==> config.mk <==
export PLATFORM = sky130hd
export DESIGN_NAME = bgsf_ctrl
export DESIGN_NICKNAME = d
export VERILOG_FILES = /design/src/design/bgsf_pkg.sv /design/src/design/bgsf_ctrl.sv
export SDC_FILE = /design/constraint.sdc
export NUM_CORES = 1
export LEC_CHECK = 0
export BUFFER_PORTS_ARGS = -buffer_cell sky130_fd_sc_hd__clkbuf_2
export CORE_AREA = 2 2 39 41
export CTS_BUF_LIST = sky130_fd_sc_hd__clkbuf_8
export DETAILED_ROUTE_END_ITERATION = 12
export DIE_AREA = 0 0 41 43
export GPL_TIMING_DRIVEN = 0
export PLACE_DENSITY = 0.75
export SLEW_MARGIN = 10
export SYNTH_ARGS = -nofsm -noshare
export SYNTH_HDL_FRONTEND = slang
export SYNTH_SLANG_ARGS = --single-unit
==> constraint.sdc <==
create_clock -name i_clk -period 3 [get_ports i_clk]
set_input_delay 0.45 -clock i_clk [delete_from_list [all_inputs] [get_ports i_clk]]
set_output_delay 0.45 -clock i_clk [all_outputs]
set_load 0.005 [all_outputs]
==> src/design/bgsf_pkg.sv <==
`default_nettype none

package bgsf_pkg;

    // Store geometry.
    localparam int MAP_BITS  = 65536;
    localparam int WORD_W    = 64;
    localparam int MAP_WORDS = MAP_BITS / WORD_W;
    localparam int WORD_AW   = $clog2(MAP_WORDS);
    localparam int OFF_W     = $clog2(WORD_W);

    // Field widths.
    localparam int POS_W  = 16;
    localparam int LEN_W  = 14;
    localparam int BITS_W = POS_W + 1;
    localparam int OP_W   = 2;

    // Configuration port.
    localparam int APB_DW = 32;
    localparam int APB_AW = 2;
    localparam logic [LEN_W-1:0] LEN_RESET = LEN_W'(8192);

    // Stream widths.
    localparam int RES_W       = POS_W + 3;
    localparam int TDATA_IN_W  = 24;
    localparam int TDATA_OUT_W = 24;
    localparam int OUT_PAD     = TDATA_OUT_W - RES_W;

    // Operation codes.
    typedef enum logic [OP_W-1:0] {
        OP_GET  = 2'd0,
        OP_SET  = 2'd1,
        OP_NEXT = 2'd2,
        OP_PREV = 2'd3
    } t_op;

    // One result item, read_bit in the lowest bit.
    typedef struct packed {
        logic [POS_W-1:0] found_position;
        logic             found;
        logic             changed;
        logic             read_bit;
    } t_result;

    // Commands from the controller to the datapath.
    typedef struct packed {
        logic load;
        logic clr_write;
        logic scan_issue;
        logic capture;
        logic res_clr;
        logic res_rw;
        logic res_find;
        logic out_load;
    } t_cmd;

    // Status from the datapath to the controller.
    typedef struct packed {
        logic clr_last;
        logic search;
        logic in_range;
        logic hit;
        logic exhausted;
        logic out_free;
    } t_sts;

endpackage

`default_nettype wire

==> src/design/bgsf_ctrl.sv <==
`default_nettype none

module bgsf_ctrl
    import bgsf_pkg::*;
(
    input  wire logic i_clk,
    input  wire logic i_rst_n,
    input  wire logic i_in_valid,
    output logic      o_in_ready,
    input  wire t_sts i_sts,
    output t_cmd      o_cmd
);

    typedef enum logic [6:0] {
        S_CLEAR  = 7'b0000001,
        S_IDLE   = 7'b0000010,
        S_START  = 7'b0000100,
        S_READ   = 7'b0001000,
        S_SCAN   = 7'b0010000,
        S_ENCODE = 7'b0100000,
        S_DONE   = 7'b1000000
    } t_state;

    t_state r_state;
    t_state n_state;

    // State register; reset starts the clearing pass.
    always_ff @(posedge i_clk) begin
        if (!i_rst_n) begin
            r_state <= S_CLEAR;
        end else begin
            r_state <= n_state;
        end
    end

    // Next state and commands.
    always_comb begin
        n_state    = r_state;
        o_cmd      = '0;
        o_in_ready = 1'b0;
        unique case (r_state)
            S_CLEAR: begin
                o_cmd.clr_write = 1'b1;
                if (i_sts.clr_last) begin
                    n_state = S_IDLE;
                end
            end
            S_IDLE: begin
                o_in_ready = 1'b1;
                if (i_in_valid) begin
                    o_cmd.load = 1'b1;
                    n_state    = S_START;
                end
            end
            S_START: begin
                if (!i_sts.search) begin
                    n_state = S_READ;
                end else if (!i_sts.in_range) begin
                    o_cmd.res_clr = 1'b1;
                    n_state       = S_DONE;
                end else begin
                    o_cmd.scan_issue = 1'b1;
                    n_state          = S_SCAN;
                end
            end
            S_READ: begin
                o_cmd.res_rw = 1'b1;
                n_state      = S_DONE;
            end
            S_SCAN: begin
                o_cmd.scan_issue = 1'b1;
                if (i_sts.hit) begin
                    o_cmd.capture = 1'b1;
                    n_state       = S_ENCODE;
                end else if (i_sts.exhausted) begin
                    o_cmd.res_clr = 1'b1;
                    n_state       = S_DONE;
                end
            end
            S_ENCODE: begin
                o_cmd.res_find = 1'b1;
                n_state        = S_DONE;
            end
            S_DONE: begin
                if (i_sts.out_free) begin
                    o_cmd.out_load = 1'b1;
                    n_state        = S_IDLE;
                end
            end
            default: begin
                n_state = S_IDLE;
            end
        endcase
    end

endmodule

`default_nettype wire

# Word level (Yosys, flattened, before mapping)
# Cells that the tools add are included.
# word_totals
word_cells	40
reg_bits	7
input_bits	9
# op_classes
reduce_logical	2
eq_ne	11
muxes	26
# op_table
operator	count
two-way mux 7 bit	7
case mux 7 bit (6 select lines)	1
two-way mux 1 bit	16
equality test 7 x 1 -> 1 bit (second input constant)	1
equality test 7 x 2 -> 1 bit (second input constant)	1
equality test 7 x 3 -> 1 bit (second input constant)	1
equality test 7 x 4 -> 1 bit (second input constant)	1
equality test 7 x 5 -> 1 bit (second input constant)	1
equality test 7 x 6 -> 1 bit (second input constant)	1
equality test 7 bit (second input constant)	1
inequality test 2 bit (second input constant)	3
case mux 1 bit (2 select lines)	2
AND reduction 4 bit	1
inequality test 3 bit (second input constant)	1
OR reduction 2 bit	1

# Longest topological paths before layout
# Gate-level depths: netlist of the first run.
# depth
word_depth	3
depth_mapped	5
ltp_nobuf	4

# Least setup slack after synthesis of the first run
# No wires, ideal clock.
# synth_timing
path_type	reg2out
from	reg r_state[6]
to	out o_cmd[3] in the netlist's numbering
slack_ns	1.410
path_buffers	0
arrival_ns	1.140
stages_incl_launch_ff	4
path_cell_list	dfxtp_1 nor4_4 nand2_1 o32ai_1
# synth_lines
element	line_no	text
start, declared	bgsf_ctrl.sv:24	t_state r_state;
start signal, assigned	bgsf_ctrl.sv:32	r_state <= n_state;
end, declared	bgsf_ctrl.sv:11	output t_cmd o_cmd

==> results of run 1 <==
-- per-stage QoR --
stage	cells	hold slack, ns	util (%)
after detailed placement	93	0.603	48.8
after global placement	93	0.569	48.8
after global routing	97	0.448	52.1
after floorplan	60	0.516	-
final	97	0.446	52.1
after CTS	97	0.443	52.1
-- area by class of cell --
cell class | count | area [um2] | area share (%)
clock inverters | 1 | 3.75 | 0.521
inverters | 4 | 15.0 | 2.08
clock buffers | 3 | 41.3 | 5.73
plain buffers | 1 | 5.00 | 0.694
repair buffers | 17 | 85.1 | 11.8
flip-flops and latches | 7 | 140 | 19.4
well taps | 16 | 20.0 | 2.78
multi-input cells | 48 | 410 | 56.9
-- cells in the mapped netlist, types with 2 or more instances --
cell type  instances  area [um2]
inv_1              4        15.0
a21boi_1           2        15.0
nor4_4             2        42.5
nor3_1             2        10.0
nor3b_1            2        15.0
nor2b_1            2        12.5
nand2_1            3        11.3
dfxtp_1            7         140
xnor2_1            2        17.5
and3_1             3        18.8
nor2_1             3        11.3
nand2b_1           3        18.8
-- metal layers --
layer	global-route usage, %	up-vias	part of all wire [%]
li1	-	266	-
met1	19.2	260	45
met2	27.5	9	51
met3	2.09	2	2.0
met4	11.3	0	1.6
met5	0	-	0
-- cell families after synthesis --
kind of cell	synth area share [%]
flops	24.6
xor+xnor	3.07
buf+inv	3.51
simple gates	50.7
compound gates	18.2
-- report_power, final --
group | leakage (nW) | switching (W) | internal, W
logic | 0.238 | 0.0000235 | 0.0000221
clock network | 0.0269 | 0.0000368 | 0.0000881
registers | 0.0571 | 0.00000711 | 0.0000966
-- worst max-delay path, cell delays in order, from the launching register on --
cell	delay, ns
dfxtp_1	0.38
nor4_4	0.41
nand2_1	0.20
o32ai_1	0.25
clkbuf_2	0.15
-- how the worst max path moves through the flow --
| stage | slack (ns) | from | endpoint |
|---|---|---|---|
| 3_5_place_dp | 1.19 | r_state[6] | o_cmd[3] |
| 6_report | 0.93 | r_state[6] | o_cmd[3] |
| 3_3_place_gp | 1.20 | r_state[6] | o_cmd[3] |
| 5_1_grt | 0.86 | r_state[6] | o_cmd[3] |
| 2_1_floorplan | 1.41 | r_state[6] | o_cmd[3] |
| 4_1_cts | 0.93 | r_state[6] | o_cmd[3] |
==> results.sh, run 1 <==
export IMPL_status="complete, no violations"
export IMPL_relSlewSlack_pct=74.5
export IMPL_synth_area_um2=571
export IMPL_setup_tns_ns=0
export IMPL_cp_required_ns=2.55
export IMPL_start_util_pct=41.2
export IMPL_grt_pass1_vias=492
export IMPL_n_antenna_cell=0
export IMPL_hp_start="i_sts[5]"
export IMPL_drt_pre_antenna_iters=3
export IMPL_routed_wl_um=1220
export IMPL_grt_usage_pct=16.9
export IMPL_period_share_pct=68.9
export IMPL_yosys_warnings=0
export IMPL_insertion_delay_ns=0.22
export IMPL_synth_edf_count=0
export IMPL_synth_ff_type="dfxtp_1"
export IMPL_post_place_ws_ns=1.19
export IMPL_die_x_um=41
export IMPL_rsz0062_at_grt="false"
export IMPL_core_area_mm2=0.00138
export IMPL_whs_endpoint="r_state[0]"
export IMPL_timing_final_ws_setup_ns=0.933
export IMPL_cts_tree="yes"
export IMPL_core_rowCount=14
export IMPL_ctsRootBufferMaster="clkbuf_8"
export IMPL_cts_max_level=1
export IMPL_gp_congestion=0.753
export IMPL_cp_start_kind="flop"
export IMPL_largest_reg_flops=7
export IMPL_drc=0
export IMPL_worstPathArrival_ns=1.62
export IMPL_ctsHoldBuffers=0
export IMPL_skew_ns=0.00430
export IMPL_vias_per_cell=5.54
export IMPL_hpwl_um=933
export IMPL_cellPowerDensity_mw_per_mm2=380
export IMPL_power_w=0.000274
export IMPL_grt_max_degree=11
export IMPL_final_setup_viol_count=0
export IMPL_critPathMaxFanout=7
export IMPL_min_path_type="in -> reg"
export IMPL_area_delta_synth_final_pct=26.3
export IMPL_crit_path_end_kind="output port"
export IMPL_whs_path_depth=2
export IMPL_finalHoldViolCount=0
export IMPL_io_pins=18
export IMPL_drive_gt1_share_pct=39.5
export IMPL_drt_iter0_drc=12
export IMPL_yosysSeqAreaShare_pct=24.6
export IMPL_synthCells=60
export IMPL_r2r_start="r_state[5]"
export IMPL_cts_made_buffers=3
export IMPL_largest_register="r_state"
export IMPL_reg2reg_to="r_state[6]"
export IMPL_r2r_cells=4
export IMPL_dpl_cell_area_um2=676
export IMPL_grt_antenna_before_repair=0
export IMPL_grt_pass1_wl_um=2010
export IMPL_syn_nets=69
export IMPL_fin_area_um2=721
export IMPL_layout_commonest_cell="clkbuf_2"
export IMPL_synthArstFlopShare_pct=0
export IMPL_drtAntennaViolNets=0
export IMPL_ff2ff_setup_slack_ns=1.60
export IMPL_maxCapViolations=0
export IMPL_nNetsFinal=91
export IMPL_clk_pin_slew_worst_paths_ns=0.04
export IMPL_synth_cell_types=37
export IMPL_cts_sinks=7
export IMPL_fmaxAchievable_mhz=484
export IMPL_worst_pin_slew_ns=0.373
export IMPL_finalMaxSlewViolations=0
export IMPL_criticalPathCategory="reg -> out"
export IMPL_io_buffers=17
export IMPL_top_regs="r_state (7)"
export IMPL_die_h_um=43
export IMPL_fillers=131
export IMPL_post_route_min_period_ns=2.07
export IMPL_power_leakage_nw=0.322
export IMPL_avgSynthCellArea_um2=9.51
export IMPL_max_vdd_ir_drop_uv=262
export IMPL_post_cts_repair_setup_buffers=0
export IMPL_routedWlPerCell_um=12.6
export IMPL_final_cell_mix="clkbuf_2, dfxtp_1, inv_1"
export IMPL_ys_ff_latch=7
export IMPL_num_vias=537
export IMPL_clk_path_buf_depth=2
export IMPL_ctsResizeCount=0
export IMPL_grt_overflow_total=0
export IMPL_dieArea_mm2=0.00176
Power figures use the tool's default switching activity.
==> run 2, diff against run 1 <==
--- a/config.mk
+++ b/config.mk
@@ -11,7 +11,7 @@
 export DETAILED_ROUTE_END_ITERATION = 12
 export DIE_AREA = 0 0 41 43
 export GPL_TIMING_DRIVEN = 0
-export PLACE_DENSITY = 0.75
+export PLACE_DENSITY = 0.78
 export SLEW_MARGIN = 10
 export SYNTH_ARGS = -nofsm -noshare
 export SYNTH_HDL_FRONTEND = slang
==> constraint.sdc (replaced) <==
create_clock -name i_clk -period 1.7 [get_ports i_clk]
set_input_delay 0.255 -clock i_clk [delete_from_list [all_inputs] [get_ports i_clk]]
set_output_delay 0.255 -clock i_clk [all_outputs]
set_load 0.005 [all_outputs]
==> run 2 against run 1 <==
  * Critical path depth is the same
  * Worst hold slack lost 0.21 ns
  * Setup slack lost 0.91 ns
  * Core utilization grew 9.0 points
  * Critical path type unchanged
  * Sequential power grew 76%
==> results.sh, run 2 (synthesis results as in run 1) <==
export IMPL_max_vdd_ir_drop_uv=436
export IMPL_io_buffers=17
export IMPL_top_regs="r_state (7)"
export IMPL_drtAntennaViolNets=0
export IMPL_fmaxAchievable_mhz=598
export IMPL_maxCapViolations=0
export IMPL_fillers=113
export IMPL_fin_worst_hold_slack_ns=0.236
export IMPL_setup_tns_ns=0
export IMPL_finalMaxSlewViolations=0
export IMPL_grt_pass1_vias=526
export IMPL_skew_ns=0.00556
export IMPL_largest_register="r_state"
export IMPL_drc=0
export IMPL_cts_tree="yes"
export IMPL_die_h_um=43
export IMPL_finalHoldViolCount=0
export IMPL_post_route_min_period_ns=1.67
export IMPL_n_antenna_cell=0
export IMPL_drt_iter0_drc=5
export IMPL_rsz0062_at_grt="true"
export IMPL_ctsRootBufferMaster="clkbuf_8"
export IMPL_min_path_type="in -> reg"
export IMPL_grt_overflow_total=0
export IMPL_cts_sinks=7
export IMPL_layout_commonest_cell="clkbuf_2"
export IMPL_criticalPathCategory="reg -> out"
export IMPL_cts_max_level=1
export IMPL_relSlewSlack_pct=75.2
export IMPL_cp_required_ns=1.44
export IMPL_worst_pin_slew_ns=0.363
export IMPL_cts_made_buffers=3
export IMPL_core_rowCount=14
export IMPL_drive_gt1_share_pct=61.8
export IMPL_grt_usage_pct=18.7
export IMPL_fin_cells=105
export IMPL_routedWlPerCell_um=13.1
export IMPL_routed_wl_um=1380
export IMPL_grt_pass1_wl_um=2210
export IMPL_grt_antenna_before_repair=0
export IMPL_drt_pre_antenna_iters=4
export IMPL_io_pins=18
export IMPL_crit_path_end_kind="output port"
export IMPL_vias_per_cell=5.42
export IMPL_final_setup_viol_count=0
export IMPL_clk_pin_slew_worst_paths_ns=0.04
export IMPL_seq_area_um2=156
export IMPL_insertion_delay_ns=0.23
export IMPL_status="complete, no violations"
export IMPL_power_leakage_nw=0.377
export IMPL_hpwl_um=954
export IMPL_period_share_pct=98.4
export IMPL_gp_congestion=0.738
export IMPL_num_vias=569
export IMPL_clk_path_buf_depth=2
export IMPL_cellPowerDensity_mw_per_mm2=607
export IMPL_dieArea_mm2=0.00176
export IMPL_dpl_cell_count=93
export IMPL_core_area_mm2=0.00138
export IMPL_start_util_pct=41.2
export IMPL_grt_max_degree=11
export IMPL_critPathMaxFanout=6
export IMPL_area_delta_synth_final_pct=48.0
export IMPL_multi_input_area_um2=455
export IMPL_final_cell_mix="clkbuf_2, buf_4, inv_1"
export IMPL_cp_start_kind="flop"
export IMPL_die_x_um=41
export IMPL_nNetsFinal=99
export IMPL_largest_reg_flops=7
export IMPL_worstPathArrival_ns=1.42
run 2: path summary, 6_finish.rpt:
path | from | to | slack [ns] | depth (start not counted)
max | r_state[4] | o_cmd[7] | 0.03 | 4
min | i_sts[5] | r_state[0] | 0.24 | 2
max reg2reg | r_state[6] | r_state[6] | 0.28 | 5
min reg2reg | r_state[0] | r_state[0] | 0.58 | 2
run 2: layout make-up:
class	instances	area share (%)
tap	16	2.37
inverter	4	1.78
multi-input combinational	48	53.9
sequential	7	18.5
clock inverter	1	0.444
timing repair buffer	26	18.1
clock buffer	3	4.89
run 2: stage by stage:
| step | instance area [um2] | power [W] | utilization, % | setup WS (ns) |
|---|---|---|---|---|
| final | 845 | 0.000513 | 61.0 | 0.0264 |
| after global routing | 845 | 0.000536 | 61.0 | -0.0325 |
| after CTS | 749 | 0.000500 | 54.2 | 0.00488 |
| after detailed placement | 676 | 0.000266 | 48.8 | 0.0561 |
| after global placement | 676 | 0.000263 | 48.8 | 0.0848 |
| after floorplan | 571 | 0.000235 | - | 0.305 |
run 2: what timing repair did:
action / CTS / global route
buffers inserted: 2 / 7
endpoints found under the setup margin: 4 / 7
gates resized for setup: 7 / 14
hold buffers: 0 / 0
pin swaps: 3 / 8
run 2: power by group:
part | switching [W] | internal (W) | total [W]
clock network | 0.0000715 | 0.000156 | 0.000227
registers | 0.0000144 | 0.000169 | 0.000183
logic | 0.0000486 | 0.0000539 | 0.000102
total | 0.000134 | 0.000379 | 0.000513
run 2: metal layers:
| layer | vias up | routed length [um] | GRT usage, % |
|---|---|---|---|
| li1 | 289 | - | - |
| met1 | 260 | 592 | 23.2 |
| met2 | 13 | 691 | 26.3 |
| met3 | 7 | 39 | 3.14 |
| met4 | 0 | 53 | 16.0 |
| met5 | - | 0 | 0 |
run 2: critical path: stages, from the launching register on:
cell and delay [ns]:
dfxtp_4 0.36, nor4_4 0.33, and3_4 0.27, and2_4 0.13, clkbuf_2 0.10
